===== src/design/brfd_pkg.sv =====
// Package for the byte ring FIFO: request/result types, opcodes, states.
// No dependencies.
`default_nettype none

package brfd_pkg;

    localparam int RING_BYTES_DEF = 4096;
    localparam int MAX_BURST_DEF  = 64;

    localparam int BYTE_W  = 8;
    localparam int TAKE_W  = 7;
    localparam int DROP_W  = 32;

    // Request opcodes (code 3 is unused and treated as a no-op)
    localparam logic [1:0] OP_PUSH  = 2'd0;
    localparam logic [1:0] OP_POP   = 2'd1;
    localparam logic [1:0] OP_FLUSH = 2'd2;

    typedef struct packed {
        logic [1:0]        opcode;
        logic [BYTE_W-1:0] data_byte;
        logic              piece_last;
        logic [TAKE_W-1:0] take_limit;
    } req_item_t;

    typedef struct packed {
        logic [BYTE_W-1:0] out_byte;
        logic              byte_valid;
        logic              result_last;
        logic [TAKE_W-1:0] taken_count;
        logic              push_accepted;
        logic              text_ready;
        logic [DROP_W-1:0] dropped_total;
    } res_item_t;

    typedef enum logic {
        ST_IDLE,
        ST_POP
    } state_t;

endpackage

`default_nettype wire


===== src/design/brfd_ctrl.sv =====
// Ring FIFO control: indices, piece commit, drop counter, pop burst
// sequencing and the result register. Depends on brfd_pkg.
`default_nettype none

module brfd_ctrl #(
    parameter int RING_BYTES = brfd_pkg::RING_BYTES_DEF,
    parameter int MAX_BURST  = brfd_pkg::MAX_BURST_DEF,
    parameter int AW         = 12
) (
    input  wire logic                clk,
    input  wire logic                rst_n,
    input  wire logic                req_valid,
    output logic                     req_ready,
    input  wire brfd_pkg::req_item_t req,
    output logic                     res_valid,
    input  wire logic                res_ready,
    output brfd_pkg::res_item_t      res,
    output logic                     mem_wr_en,
    output logic [AW-1:0]            mem_wr_addr,
    output logic [7:0]               mem_wr_data,
    output logic                     mem_rd_en,
    output logic [AW-1:0]            mem_rd_addr,
    input  wire logic [7:0]          mem_rd_data
);

    localparam logic [AW-1:0] LAST_IDX = AW'(RING_BYTES - 1);
    localparam logic [brfd_pkg::TAKE_W-1:0] BURST_CAP = brfd_pkg::TAKE_W'(MAX_BURST);

    brfd_pkg::state_t state_reg, state_next;

    logic [AW-1:0] wr_idx_reg, wr_idx_next;
    logic [AW-1:0] cm_idx_reg, cm_idx_next;
    logic [AW-1:0] rd_idx_reg, rd_idx_next;
    logic [brfd_pkg::DROP_W-1:0] drop_reg, drop_next;
    logic dropping_reg, dropping_next;
    logic wrote_reg, wrote_next;

    logic [brfd_pkg::TAKE_W-1:0] limit_reg, limit_next;
    logic [brfd_pkg::TAKE_W-1:0] cnt_reg, cnt_next;

    logic pend_reg, pend_next;
    logic pend_last_reg, pend_last_next;
    logic [brfd_pkg::TAKE_W-1:0] pend_cnt_reg, pend_cnt_next;

    logic out_valid_reg, out_valid_next;
    brfd_pkg::res_item_t out_reg, out_next;

    logic [AW-1:0] wr_idx_inc, rd_idx_inc, wr_idx_after;
    logic [brfd_pkg::TAKE_W-1:0] limit_sat, issue_cnt;
    logic out_free, req_fire, pop_empty, move, issue, issue_fin;
    logic ring_full, store, drop_inc, wrote_after;

    // Ring index increments with wrap
    assign wr_idx_inc = (wr_idx_reg == LAST_IDX) ? '0 : wr_idx_reg + AW'(1);
    assign rd_idx_inc = (rd_idx_reg == LAST_IDX) ? '0 : rd_idx_reg + AW'(1);

    // Handshake and burst bookkeeping
    assign out_free  = !out_valid_reg || res_ready;
    assign req_ready = (state_reg == brfd_pkg::ST_IDLE) && !pend_reg && out_free;
    assign req_fire  = req_valid && req_ready;
    assign limit_sat = (req.take_limit > BURST_CAP) ? BURST_CAP : req.take_limit;
    assign pop_empty = (limit_sat == '0) || (rd_idx_reg == cm_idx_reg);
    assign move      = pend_reg && out_free;
    assign issue     = (state_reg == brfd_pkg::ST_POP) && (!pend_reg || move);
    assign issue_cnt = cnt_reg + brfd_pkg::TAKE_W'(1);
    assign issue_fin = (issue_cnt >= limit_reg) || (rd_idx_inc == cm_idx_reg);

    // Push decision: one slot always stays empty
    assign ring_full    = (wr_idx_inc == rd_idx_reg);
    assign store        = !dropping_reg && !ring_full;
    assign drop_inc     = !dropping_reg && ring_full;
    assign wrote_after  = wrote_reg || store;
    assign wr_idx_after = store ? wr_idx_inc : wr_idx_reg;

    // Next state
    always_comb
    begin
        state_next = state_reg;
        unique case (state_reg)
            brfd_pkg::ST_IDLE:
            begin
                if (req_fire && (req.opcode == brfd_pkg::OP_POP) && !pop_empty)
                begin
                    state_next = brfd_pkg::ST_POP;
                end
            end
            brfd_pkg::ST_POP:
            begin
                if (issue && issue_fin)
                begin
                    state_next = brfd_pkg::ST_IDLE;
                end
            end
            default:
            begin
                state_next = brfd_pkg::ST_IDLE;
            end
        endcase
    end

    // Datapath and result register
    always_comb
    begin
        wr_idx_next    = wr_idx_reg;
        cm_idx_next    = cm_idx_reg;
        rd_idx_next    = rd_idx_reg;
        drop_next      = drop_reg;
        dropping_next  = dropping_reg;
        wrote_next     = wrote_reg;
        limit_next     = limit_reg;
        cnt_next       = cnt_reg;
        pend_next      = pend_reg;
        pend_last_next = pend_last_reg;
        pend_cnt_next  = pend_cnt_reg;
        out_next       = out_reg;
        out_valid_next = out_valid_reg && !res_ready;
        mem_wr_en      = 1'b0;

        // Empty result template for push, flush, empty pop and no-op
        if (req_fire)
        begin
            out_next.out_byte      = '0;
            out_next.byte_valid    = 1'b0;
            out_next.result_last   = 1'b1;
            out_next.taken_count   = '0;
            out_next.push_accepted = 1'b0;
            out_next.text_ready    = 1'b0;
            out_next.dropped_total = drop_reg;
            out_valid_next         = 1'b1;

            unique case (req.opcode)
                brfd_pkg::OP_PUSH:
                begin
                    mem_wr_en              = store;
                    wr_idx_next            = wr_idx_after;
                    drop_next              = drop_reg + brfd_pkg::DROP_W'(drop_inc);
                    out_next.push_accepted = store;
                    out_next.dropped_total = drop_reg + brfd_pkg::DROP_W'(drop_inc);
                    if (req.piece_last)
                    begin
                        // Commit even when part of the piece was dropped
                        cm_idx_next         = wr_idx_after;
                        out_next.text_ready = wrote_after;
                        dropping_next       = 1'b0;
                        wrote_next          = 1'b0;
                    end
                    else
                    begin
                        dropping_next = dropping_reg || drop_inc;
                        wrote_next    = wrote_after;
                    end
                end
                brfd_pkg::OP_POP:
                begin
                    if (!pop_empty)
                    begin
                        limit_next     = limit_sat;
                        cnt_next       = '0;
                        out_valid_next = 1'b0;
                    end
                end
                brfd_pkg::OP_FLUSH:
                begin
                    rd_idx_next = cm_idx_reg;
                end
                default:
                begin
                    // Unused code: state untouched
                end
            endcase
        end

        // Hand the fetched byte to the result register
        if (move)
        begin
            out_next.out_byte      = mem_rd_data;
            out_next.byte_valid    = 1'b1;
            out_next.result_last   = pend_last_reg;
            out_next.taken_count   = pend_cnt_reg;
            out_next.push_accepted = 1'b0;
            out_next.text_ready    = 1'b0;
            out_next.dropped_total = drop_reg;
            out_valid_next         = 1'b1;
            pend_next              = 1'b0;
        end

        // Fetch the next byte of the burst
        if (issue)
        begin
            rd_idx_next    = rd_idx_inc;
            cnt_next       = issue_cnt;
            pend_next      = 1'b1;
            pend_last_next = issue_fin;
            pend_cnt_next  = issue_cnt;
        end
    end

    assign mem_wr_addr = wr_idx_reg;
    assign mem_wr_data = req.data_byte;
    assign mem_rd_en   = issue;
    assign mem_rd_addr = rd_idx_reg;

    // Control registers
    always_ff @(posedge clk or negedge rst_n)
    begin
        if (!rst_n)
        begin
            state_reg     <= brfd_pkg::ST_IDLE;
            wr_idx_reg    <= '0;
            cm_idx_reg    <= '0;
            rd_idx_reg    <= '0;
            drop_reg      <= '0;
            dropping_reg  <= 1'b0;
            wrote_reg     <= 1'b0;
            cnt_reg       <= '0;
            pend_reg      <= 1'b0;
            out_valid_reg <= 1'b0;
        end
        else
        begin
            state_reg     <= state_next;
            wr_idx_reg    <= wr_idx_next;
            cm_idx_reg    <= cm_idx_next;
            rd_idx_reg    <= rd_idx_next;
            drop_reg      <= drop_next;
            dropping_reg  <= dropping_next;
            wrote_reg     <= wrote_next;
            cnt_reg       <= cnt_next;
            pend_reg      <= pend_next;
            out_valid_reg <= out_valid_next;
        end
    end

    // Payload registers
    always_ff @(posedge clk)
    begin
        limit_reg     <= limit_next;
        pend_last_reg <= pend_last_next;
        pend_cnt_reg  <= pend_cnt_next;
        out_reg       <= out_next;
    end

    assign res_valid = out_valid_reg;
    assign res       = out_reg;

endmodule

`default_nettype wire


===== config.mk =====
export PLATFORM = sky130hd
export DESIGN_NAME = brfd_ctrl
export DESIGN_NICKNAME = d
export VERILOG_FILES = /design/src/design/brfd_pkg.sv /design/src/design/brfd_ctrl.sv
export SDC_FILE = /design/constraint.sdc
export NUM_CORES = 1
export LEC_CHECK = 0
export BUFFER_PORTS_ARGS = -buffer_cell sky130_fd_sc_hd__buf_2
export CAP_MARGIN = 20
export CORE_ASPECT_RATIO = 0.8
export CORE_MARGIN = 2
export CORE_UTILIZATION = 23
export CTS_BUF_LIST = sky130_fd_sc_hd__clkbuf_4
export DETAILED_ROUTE_END_ITERATION = 16
export PLACE_DENSITY = 0.39
export SYNTH_ARGS = -nofsm -noshare
export SYNTH_HDL_FRONTEND = slang
export SYNTH_SLANG_ARGS = --single-unit

===== constraint.sdc =====
create_clock -name clk -period 5.3 [get_ports clk]
set_input_delay 0 -clock clk [delete_from_list [all_inputs] [get_ports clk]]
set_output_delay 0 -clock clk [all_outputs]
set_load 0.01 [all_outputs]

After elaboration in Yosys (flattened, before gate mapping):

Index checks and enable logic that the tools add are counted.

* register bits after elaboration: 146
* output and inout bits: 87
* logic and storage cells: 99

* $add $sub $neg: 4
* $lt $le $gt $ge: 2
* eq/ne operators: 8
* multiplexer cells: 28
* bitwise operators: 2
* reduce and logical (&&, ||, !) cells: 35

Operators with widths (number)
* 51-bit 2-to-1 mux: 2
* 12-bit 2-to-1 mux: 6
* 12-bit == test: 3
* 7-bit 2-to-1 mux: 5
* 34-bit 2-to-1 mux: 1
* 32-bit by 1-bit adder with 32-bit output: 1
* 12-bit by 1-bit adder with 12-bit output (second input constant): 2
* 12-bit == test (second input constant): 2
* 1-bit 2-to-1 mux: 13
* 1-bit logical AND: 11
* 2-bit nonzero test: 5
* 3-bit AND reduction: 3
* 7-bit by 1-bit adder with 7-bit output (second input constant): 1
* 7-bit greater-or-equal comparator: 1
* 7-bit > comparator (second input constant): 1
* 7-bit logical NOT: 1
* 1-bit logical NOT: 6
* 1-bit logical OR: 6
* 2-bit AND reduction: 2
* 2-bit by 1-bit == test with 1-bit output (second input constant): 1
* 2-bit == test (second input constant): 1
* 2-bit logical NOT: 1
* 2-bit by 1-bit inequality test with 1-bit output (second input constant): 1
* 1-bit NOT: 2
* 1-bit one-hot mux with 2 select lines: 1

Longest topological paths before layout:

Gate-level depths: netlist (run 1).

* depth in word-level cells: 10
* mapped depth: 18
* mapped depth without buffers: 17

Worst setup path after synthesis (run 1):

Ideal clock, no wire load.

* path type: register -> register
* from: reg wr_idx_reg[1], in the netlist mem_wr_addr[1]
* to: reg out_reg, in the netlist res[30], data pin
* setup time: 0.263 ns
* arrival: 3.807 ns
* required time: 5.037 ns
* slack: 1.230 ns
* stages on the path, launching flop included: 18
* buffers on the path: 1
* period minus slack after synthesis: 4.070 ns
* cells stage by stage: dfrtp_1 -> ha_1 -> and3_2 -> buf_6 -> o21ai_1 -> mux2i_1 -> nand3_1 -> nand4b_1 -> nor4_1 -> ha_1 -> ha_1 -> nand2_1 -> nor3_1 -> nor4b_1 -> and3_1 -> a31oi_1 -> o21ai_0 -> o31ai_1

RTL lines
* start: declaration: RTL line brfd_ctrl.sv:31 `logic [AW-1:0] wr_idx_reg, wr_idx_next;`
* start signal: assignment: RTL line brfd_ctrl.sv:222 `wr_idx_reg <= wr_idx_next;`
* end signal: assignment: RTL line brfd_ctrl.sv:240 `out_reg <= out_next;`
* end: declaration: RTL line brfd_ctrl.sv:46 `brfd_pkg::res_item_t out_reg, out_next;`

==> results.txt, run 1 <==
----------------------------------------------------
[Yosys]
  Number of enable-type register cells in the synthesized netlist ... between 60 and 70
  Yosys Warn Count ... 0
  Post-Syn Nets ... ~900
  Main synth FF type ... dfrtp_1
  Yosys cell types ... between 70 and 80
  Cell area after synthesis ... 8340 um2
  Average cell area after synthesis ... 9.76 um2
  Number of standard cells after synthesis ... about 850
  Proportion of register bits with asynchronous set or reset after synthesis ... roughly 55%
  Portion of the post-synthesis area used by sequential elements ... a little under half
  Flop and latch count out of synthesis ... approximately 150

[Layout]
  Highest-count cells in the layout ignoring fill and taps ... 99 x buf_2, 85 x nand2_1, 80 x dfrtp_1
  Non-Filler Cell Area, Final ... slightly below 10,000 um2
  Fraction of layout instances using a drive strength above 1 ... a little under a fifth
  Flip-flop count of the largest register, all copies and words added ... between 50 and 60
  Layout-stage area growth over the synthesis result ... 16.9%
  Most common cell after layout, fill and taps aside ... buf_2
  Number of nets at the end of the flow ... between 900 and 1,000
  Share of the core filled with cells ... a little over a quarter

[Timing]
  Final Skew ... 0.0234 ns
  Total Negative Setup Slacks ... 0 ns
  Slew Limit Fails ... 0
  Max_slew headroom ... between 40% and 50%
  Setup slack of the critical path after layout ... around 0.72 ns
  Final Critical Period ... ~4.6 ns
  Post-route fraction of the period consumed by the critical path ... 86.3%
  RSZ-0062 raised after global routing ... no
  Transition time at the pin with the least slew margin ... just under 0.9 ns
  Peak clock frequency supported by timing ... around 220 MHz
  Hold violation total from the final report ... 0
  Setup-violating endpoint count in the final report ... 0

[Clock network]
  Clock transition at the registers of the reported paths ... 0.14 ns
  Clk Latency, worst-skew pair ... between 0.6 and 0.7 ns
  Clock tree root driver cell ... clkbuf_4
  Post-CTS Setup Bufs ... 0
  Number of CTS-inserted buffers ... 17
  Number of levels the H-tree was split into ... 4
  Num Clock Sinks ... between 100 and 150
  Maximum root-to-sink buffer count ... 2
  CTS tree ... yes

[GRT]
  Global router's overall resource usage ... a little over an eighth
  Number of antenna violations at the first check in global routing ... 1
  First-pass GRT wire length ... a little under 40,000 um
  Overall overflow remaining after global route ... 0
  Vias in the first global route ... around 6,500
  Largest net degree at the start of global routing ... 52

[Floorplan]
  Std-Cell Core Area ... approximately 36,000 um2
  Overall die height ... between 150 and 200 um
  # IOs ... roughly 120
  Area enclosed by the die boundary ... around 38,000 um2
  Number of core rows ... 62
  Starting density of the core ... 23.3%
  Horizontal die dimension ... ~220 um

[Status]
  Result of the run ... completed

[Routing]
  Initial drt markers ... roughly 500
  Remaining DRCs ... 0
  Vias ... around 6,700
  Vias per std cell ... between 4 and 5
  DRT antenna net count ... 0
  Post-detailed-routing wire length ... 24,700 um
  DRT Pass-1 Iters ... 5
  Routed wire length per instance ... 17.2 um

[Placed design]
  RD Place Congestion ... a little over 0.8
  Standard cell area after detailed placement ... 9210 um2
  Worst slack at placement ... ~0.49 ns
  Placed wire-length estimate after detailed placement ... approximately 17,000 um
  Port-buffer cells ... 100

[Setup path]
  Critical path arrival ... 4.99 ns
  Crit path max-delay cell type ... nor4_1
  Setup Crit Path Kind ... reg2reg
  Worst Setup Start Kind ... register
  Delay of the slowest cell on the worst path ... about 0.5 ns
  Cell-by-cell trace of the critical path ... ha_1, and3_2, and4_1, o21ai_1, and3b_1, o2111ai_1, nor4_1, ha_1, and3_1, and3_1, nand4_1, nor4_1, buf_4, and2_1, nand2_1, o21ai_0
  Worst endpoint required time ... between 5 and 6 ns
  Nature of the critical path endpoint ... register
  Peak fanout along the critical path ... 12

[Worst hold path]
  HP Class ... in2out

[Power]
  Leakage power ... between 0.004 and 0.005 uW
  Total power after layout ... between 4000 and 5000 uW
  Worst ir drop on vdd ... around 0.00018 V
  Power per cell area ... ~410 nW/um2

[Job]
  Max-cap violations ... 0

----------------------------------------------------
-- repair_timing --
action,CTS,global route
setup endpoints to repair,0,1
gates resized for setup,0,1
hold endpoints to repair,98,0
hold buffers,24,0
-- through the flow --
stage	std cells	hold slack, ns
3_5_place_dp	1380	-0.00418
5_1_grt	1437	0.0000159
6_report	1437	0.00000391
4_1_cts	1436	0.0000686
2_1_floorplan	854	-0.296
3_3_place_gp	1380	-0.0102
-- synth_stat cells (20+ instances only) --
master | count | area, um2
nor2_1 | 58 | 218
nor3_1 | 20 | 100
edfxtp_1 | 63 | 1890
xnor2_1 | 36 | 315
clkbuf_1 | 41 | 154
a21oi_1 | 22 | 110
a31oi_1 | 21 | 131
nand3_1 | 21 | 105
o21ai_0 | 79 | 395
inv_1 | 22 | 82.6
nand2_1 | 87 | 327
xor2_1 | 29 | 254
and3_1 | 31 | 194
dfrtp_1 | 80 | 2000
-- logic make-up after synthesis --
logic type	Yosys count	synth area share [%]
DFF	146	47.4
muxes	16	2.01
AOI/OAI and AO/OA	194	15.0
buffers and inverters	93	5.46
xor gates and xnor gates	65	6.83
and+or+nand+nor	328	21.5
adders and majority gates	12	1.80
-- per-layer routing --
| layer | share of wire [%] | track usage (%) | up-vias | wire length [um] |
|---|---|---|---|---|
| met3 | 3.8 | 3.03 | 25 | 932 |
| met4 | 1.3 | 3.40 | 0 | 321 |
| li1 | - | - | 3303 | - |
| met1 | 51 | 19.4 | 3227 | 12500 |
| met5 | 0 | 0 | - | 0 |
| met2 | 44 | 20.0 | 132 | 10900 |
-- worst max-delay path: cells and delay by family (launching register included) --
family                   cells  cell delay, ns
flip-flops                   1            0.48
AND/OR/NAND/NOR             10            2.53
AO/OA/AOI/OAI                3            0.62
buffers and inverters        1            0.19
adder cells (fa/ha/maj)      2            0.54
-- report_power, final --
| group | leakage, uW | total (uW) | internal (uW) | switching, uW |
|---|---|---|---|---|
| clock | 0.000144 | 729 | 245 | 484 |
| combinational | 0.00223 | 1470 | 577 | 891 |
| sequential | 0.00170 | 1840 | 1560 | 283 |
-- path summary, 6_finish.rpt --
| path | startpoint | to | slack, ns | cells after the start |
|---|---|---|---|---|
| worst max-delay path | mem_wr_addr[1]$_DFFE_PN0P_ | res[25]$_DFFE_PP_ | 0.72 | 16 |
| worst min-delay path | req[14] | mem_wr_data[6] | 0.000004 | 0 |
| worst max register to register | mem_wr_addr[1]$_DFFE_PN0P_ | res[25]$_DFFE_PP_ | 0.72 | 16 |
| worst min register to register | res[42]$_SDFFE_PP1P_ | res[42]$_SDFFE_PP1P_ | 0.45 | 2 |
| max in group asynchronous | rst_n | drop_reg[29]$_DFFE_PN0P_ | 4.14 | 4 |
| min in group asynchronous | rst_n | mem_wr_addr[3]$_DFFE_PN0P_ | 0.41 | 4 |
-- layout make-up --
cell class	instances	area (um2)
Clock buffer	17	128
Fill cell	3885	26100
Tap cell	480	601
Timing Repair Buffer	141	881
Clock inverter	15	149
Inverter	22	82.6
Sequential cell	146	3950
Multi-Input combinational cell	615	3950
Antenna cell	1	2.50
Power figures use the tool's default switching activity.
==> inputs of run 2 (changes only) <==
--- a/config.mk
+++ b/config.mk
@@ -7,7 +7,7 @@
 export LEC_CHECK = 0
 export BUFFER_PORTS_ARGS = -buffer_cell sky130_fd_sc_hd__buf_2
 export CAP_MARGIN = 20
-export CORE_ASPECT_RATIO = 0.8
+export CORE_ASPECT_RATIO = 0.9
 export CORE_MARGIN = 2
 export CORE_UTILIZATION = 23
 export CTS_BUF_LIST = sky130_fd_sc_hd__clkbuf_4
==> results.txt, run 2 (synthesis gave the netlist of run 1 again) <==
----------------------------------------------------
[Layout]
  Flip-flop count of the largest register, all copies and words added ... 51
  Highest-count cells in the layout ignoring fill and taps ... 99 x buf_2, 86 x nand2_1, 80 x dfrtp_1
  Fraction of layout instances using a drive strength above 1 ... 18.0%
  Non-Filler Cell Area, Final ... 9790 um2
  Share of the core filled with cells ... 27.3%
  Number of nets at the end of the flow ... 990
  Most common cell after layout, fill and taps aside ... buf_2
  Layout-stage area growth over the synthesis result ... 17.5%

[Clock network]
  CTS tree ... yes
  Post-CTS Setup Bufs ... 0
  Num Clock Sinks ... approximately 150
  Cells resized by post-CTS repair ... 0
  Clock tree root driver cell ... clkbuf_4
  Clock transition at the registers of the reported paths ... roughly 0.14 ns
  Clk Latency, worst-skew pair ... approximately 0.57 ns
  Number of CTS-inserted buffers ... 17
  Number of levels the H-tree was split into ... 4
  Maximum root-to-sink buffer count ... 2

[Timing]
  Setup slack of the critical path after layout ... approximately 0.48 ns
  Transition time at the pin with the least slew margin ... 0.912 ns
  Post-route fraction of the period consumed by the critical path ... between 90% and 100%
  Peak clock frequency supported by timing ... a little over 200 MHz
  Final Critical Period ... slightly below 5 ns
  Max_slew headroom ... 39.1%
  Slew Limit Fails ... 0
  Hold violation total from the final report ... 0
  Setup-violating endpoint count in the final report ... 0
  Final Skew ... 0.0285 ns
  RSZ-0062 raised after global routing ... no
  Total Negative Setup Slacks ... 0 ns

[Placed design]
  Standard cell area after detailed placement ... approximately 9200 um2
  RD Place Congestion ... approximately 0.85
  Placed wire-length estimate after detailed placement ... ~17,000 um
  Port-buffer cells ... 100
  Worst slack at placement ... 0.503 ns

[Power]
  NetSw ... 1610 uW
  Sequential fraction of design power ... around 46%
  Total power after layout ... between 4000 and 5000 uW
  Power per cell area ... between 400 and 500 nW/um2
  Combinational group share of total power ... a little over a third
  Proportion of power drawn by the clock network ... 18.5%
  Leakage power ... a little over 0.004 uW
  Cell-internal power ... 2430 uW
  Share of total power consumed by net switching ... about 40%
  Worst ir drop on vdd ... about 0.00015 V

[Setup path]
  Worst Setup Start Kind ... register
  Peak fanout along the critical path ... 12
  Worst endpoint required time ... about 5.6 ns
  Setup Crit Path Kind ... reg2reg
  Critical path arrival ... between 5 and 6 ns
  Nature of the critical path endpoint ... register

[GRT]
  First-pass GRT wire length ... approximately 39,000 um
  Overall overflow remaining after global route ... 0
  Number of antenna violations at the first check in global routing ... 1
  Vias in the first global route ... ~6,400
  Global router's overall resource usage ... a little over an eighth
  Largest net degree at the start of global routing ... 43

[Routing]
  Vias ... roughly 6,800
  Vias per std cell ... 4.70
  Remaining DRCs ... 0
  Routed wire length per instance ... around 17 um
  DRT Pass-1 Iters ... 5
  Post-detailed-routing wire length ... about 25,000 um
  Initial drt markers ... approximately 400
  DRT antenna net count ... 0

[Worst hold path]
  HP Class ... in2out

[Floorplan]
  Overall die height ... roughly 180 um
  Horizontal die dimension ... a little over 200 um
  Number of core rows ... 66
  Starting density of the core ... 23.2%
  Area enclosed by the die boundary ... approximately 38,000 um2
  # IOs ... 117
  Std-Cell Core Area ... around 36,000 um2

[Status]
  Result of the run ... completed

[Job]
  Max-cap violations ... 0

----------------------------------------------------
-- run 2: changes by cell type in the layout (fill, tap and decap cells not counted), sizes merged --
cell / before / now
inv: 27 / 24
clkinvlp: 3 / 2
buf: 118 / 120
clkbuf: 17 / 19
bufinv: 1 / 2
clkinv: 6 / 7
dlygate4sd3: 23 / 26
-- run 2: path summary, 6_finish.rpt --
kind / start / to / slack, ns / cells past startpoint
worst min-delay path: req[10] / mem_wr_data[2] / 0.000004 / 0
min in group asynchronous: rst_n / drop_reg[15]$_DFFE_PN0P_ / 0.51 / 4
worst max-delay path: mem_wr_addr[0]$_DFFE_PN0P_ / res[30]$_DFFE_PP_ / 0.48 / 18
max in group asynchronous: rst_n / mem_rd_addr[4]$_DFFE_PN0P_ / 4.17 / 4
worst min register to register: res[42]$_SDFFE_PP1P_ / res[42]$_SDFFE_PP1P_ / 0.45 / 2
worst max register to register: mem_wr_addr[0]$_DFFE_PN0P_ / res[30]$_DFFE_PP_ / 0.48 / 18
-- run 2: cell type report --
cell class              count  area (um2)
fillers                  3842       26100
flip-flops and latches    146        3950
multi-input cells         615        3940
repair buffers            146         941
well taps                 476         596
clock buffers              19         143
clock inverters            13         138
inverters                  22        82.6
diodes                      1        2.50
-- run 2: critical path: stages (launching register included) --
cell and delay (ns):
dfrtp_1 0.57, ha_1 0.30, and3_2 0.38, a41oi_1 0.15
o32a_1 0.35, and3b_1 0.23, o2111ai_1 0.11, nor4_1 0.43
ha_1 0.25, ha_1 0.23, nand2_1 0.09, nor3_1 0.19
buf_4 0.17, nor4b_1 0.36, buf_4 0.20, and3_1 0.19
a31oi_1 0.09, o21ai_0 0.19, o31ai_1 0.10
-- run 2: power groups by stage --
stage	Combinational (uW)	Clock, uW	Sequential (uW)
floorplan	909	0	1830
global placement	1450	0	1870
detailed placement	1450	0	1880
CTS	1480	798	1850
global route	1630	830	1900
finish	1460	747	1840
-- run 2: per-stage QoR --
step	cells	hold WS, ns
detailed placement	1377	0.0000686
global route	1438	0.0000169
global placement	1377	0.0000686
CTS	1436	0.0000686
finish	1438	0.00000391
floorplan	854	-0.296
-- run 2: layer usage --
layer  vias up  GRT usage [%]  wire length, um
met3        10           2.71              929
met2       121           21.7            11900
met5         -              0                0
li1       3310              -                -
met1      3311           18.2            11700
met4         0           2.67              176
-- run 2: timing repair --
action	CTS	global route
endpoints found under the setup margin	0	0
hold buffers	27	0
hold endpoints to repair	64	0
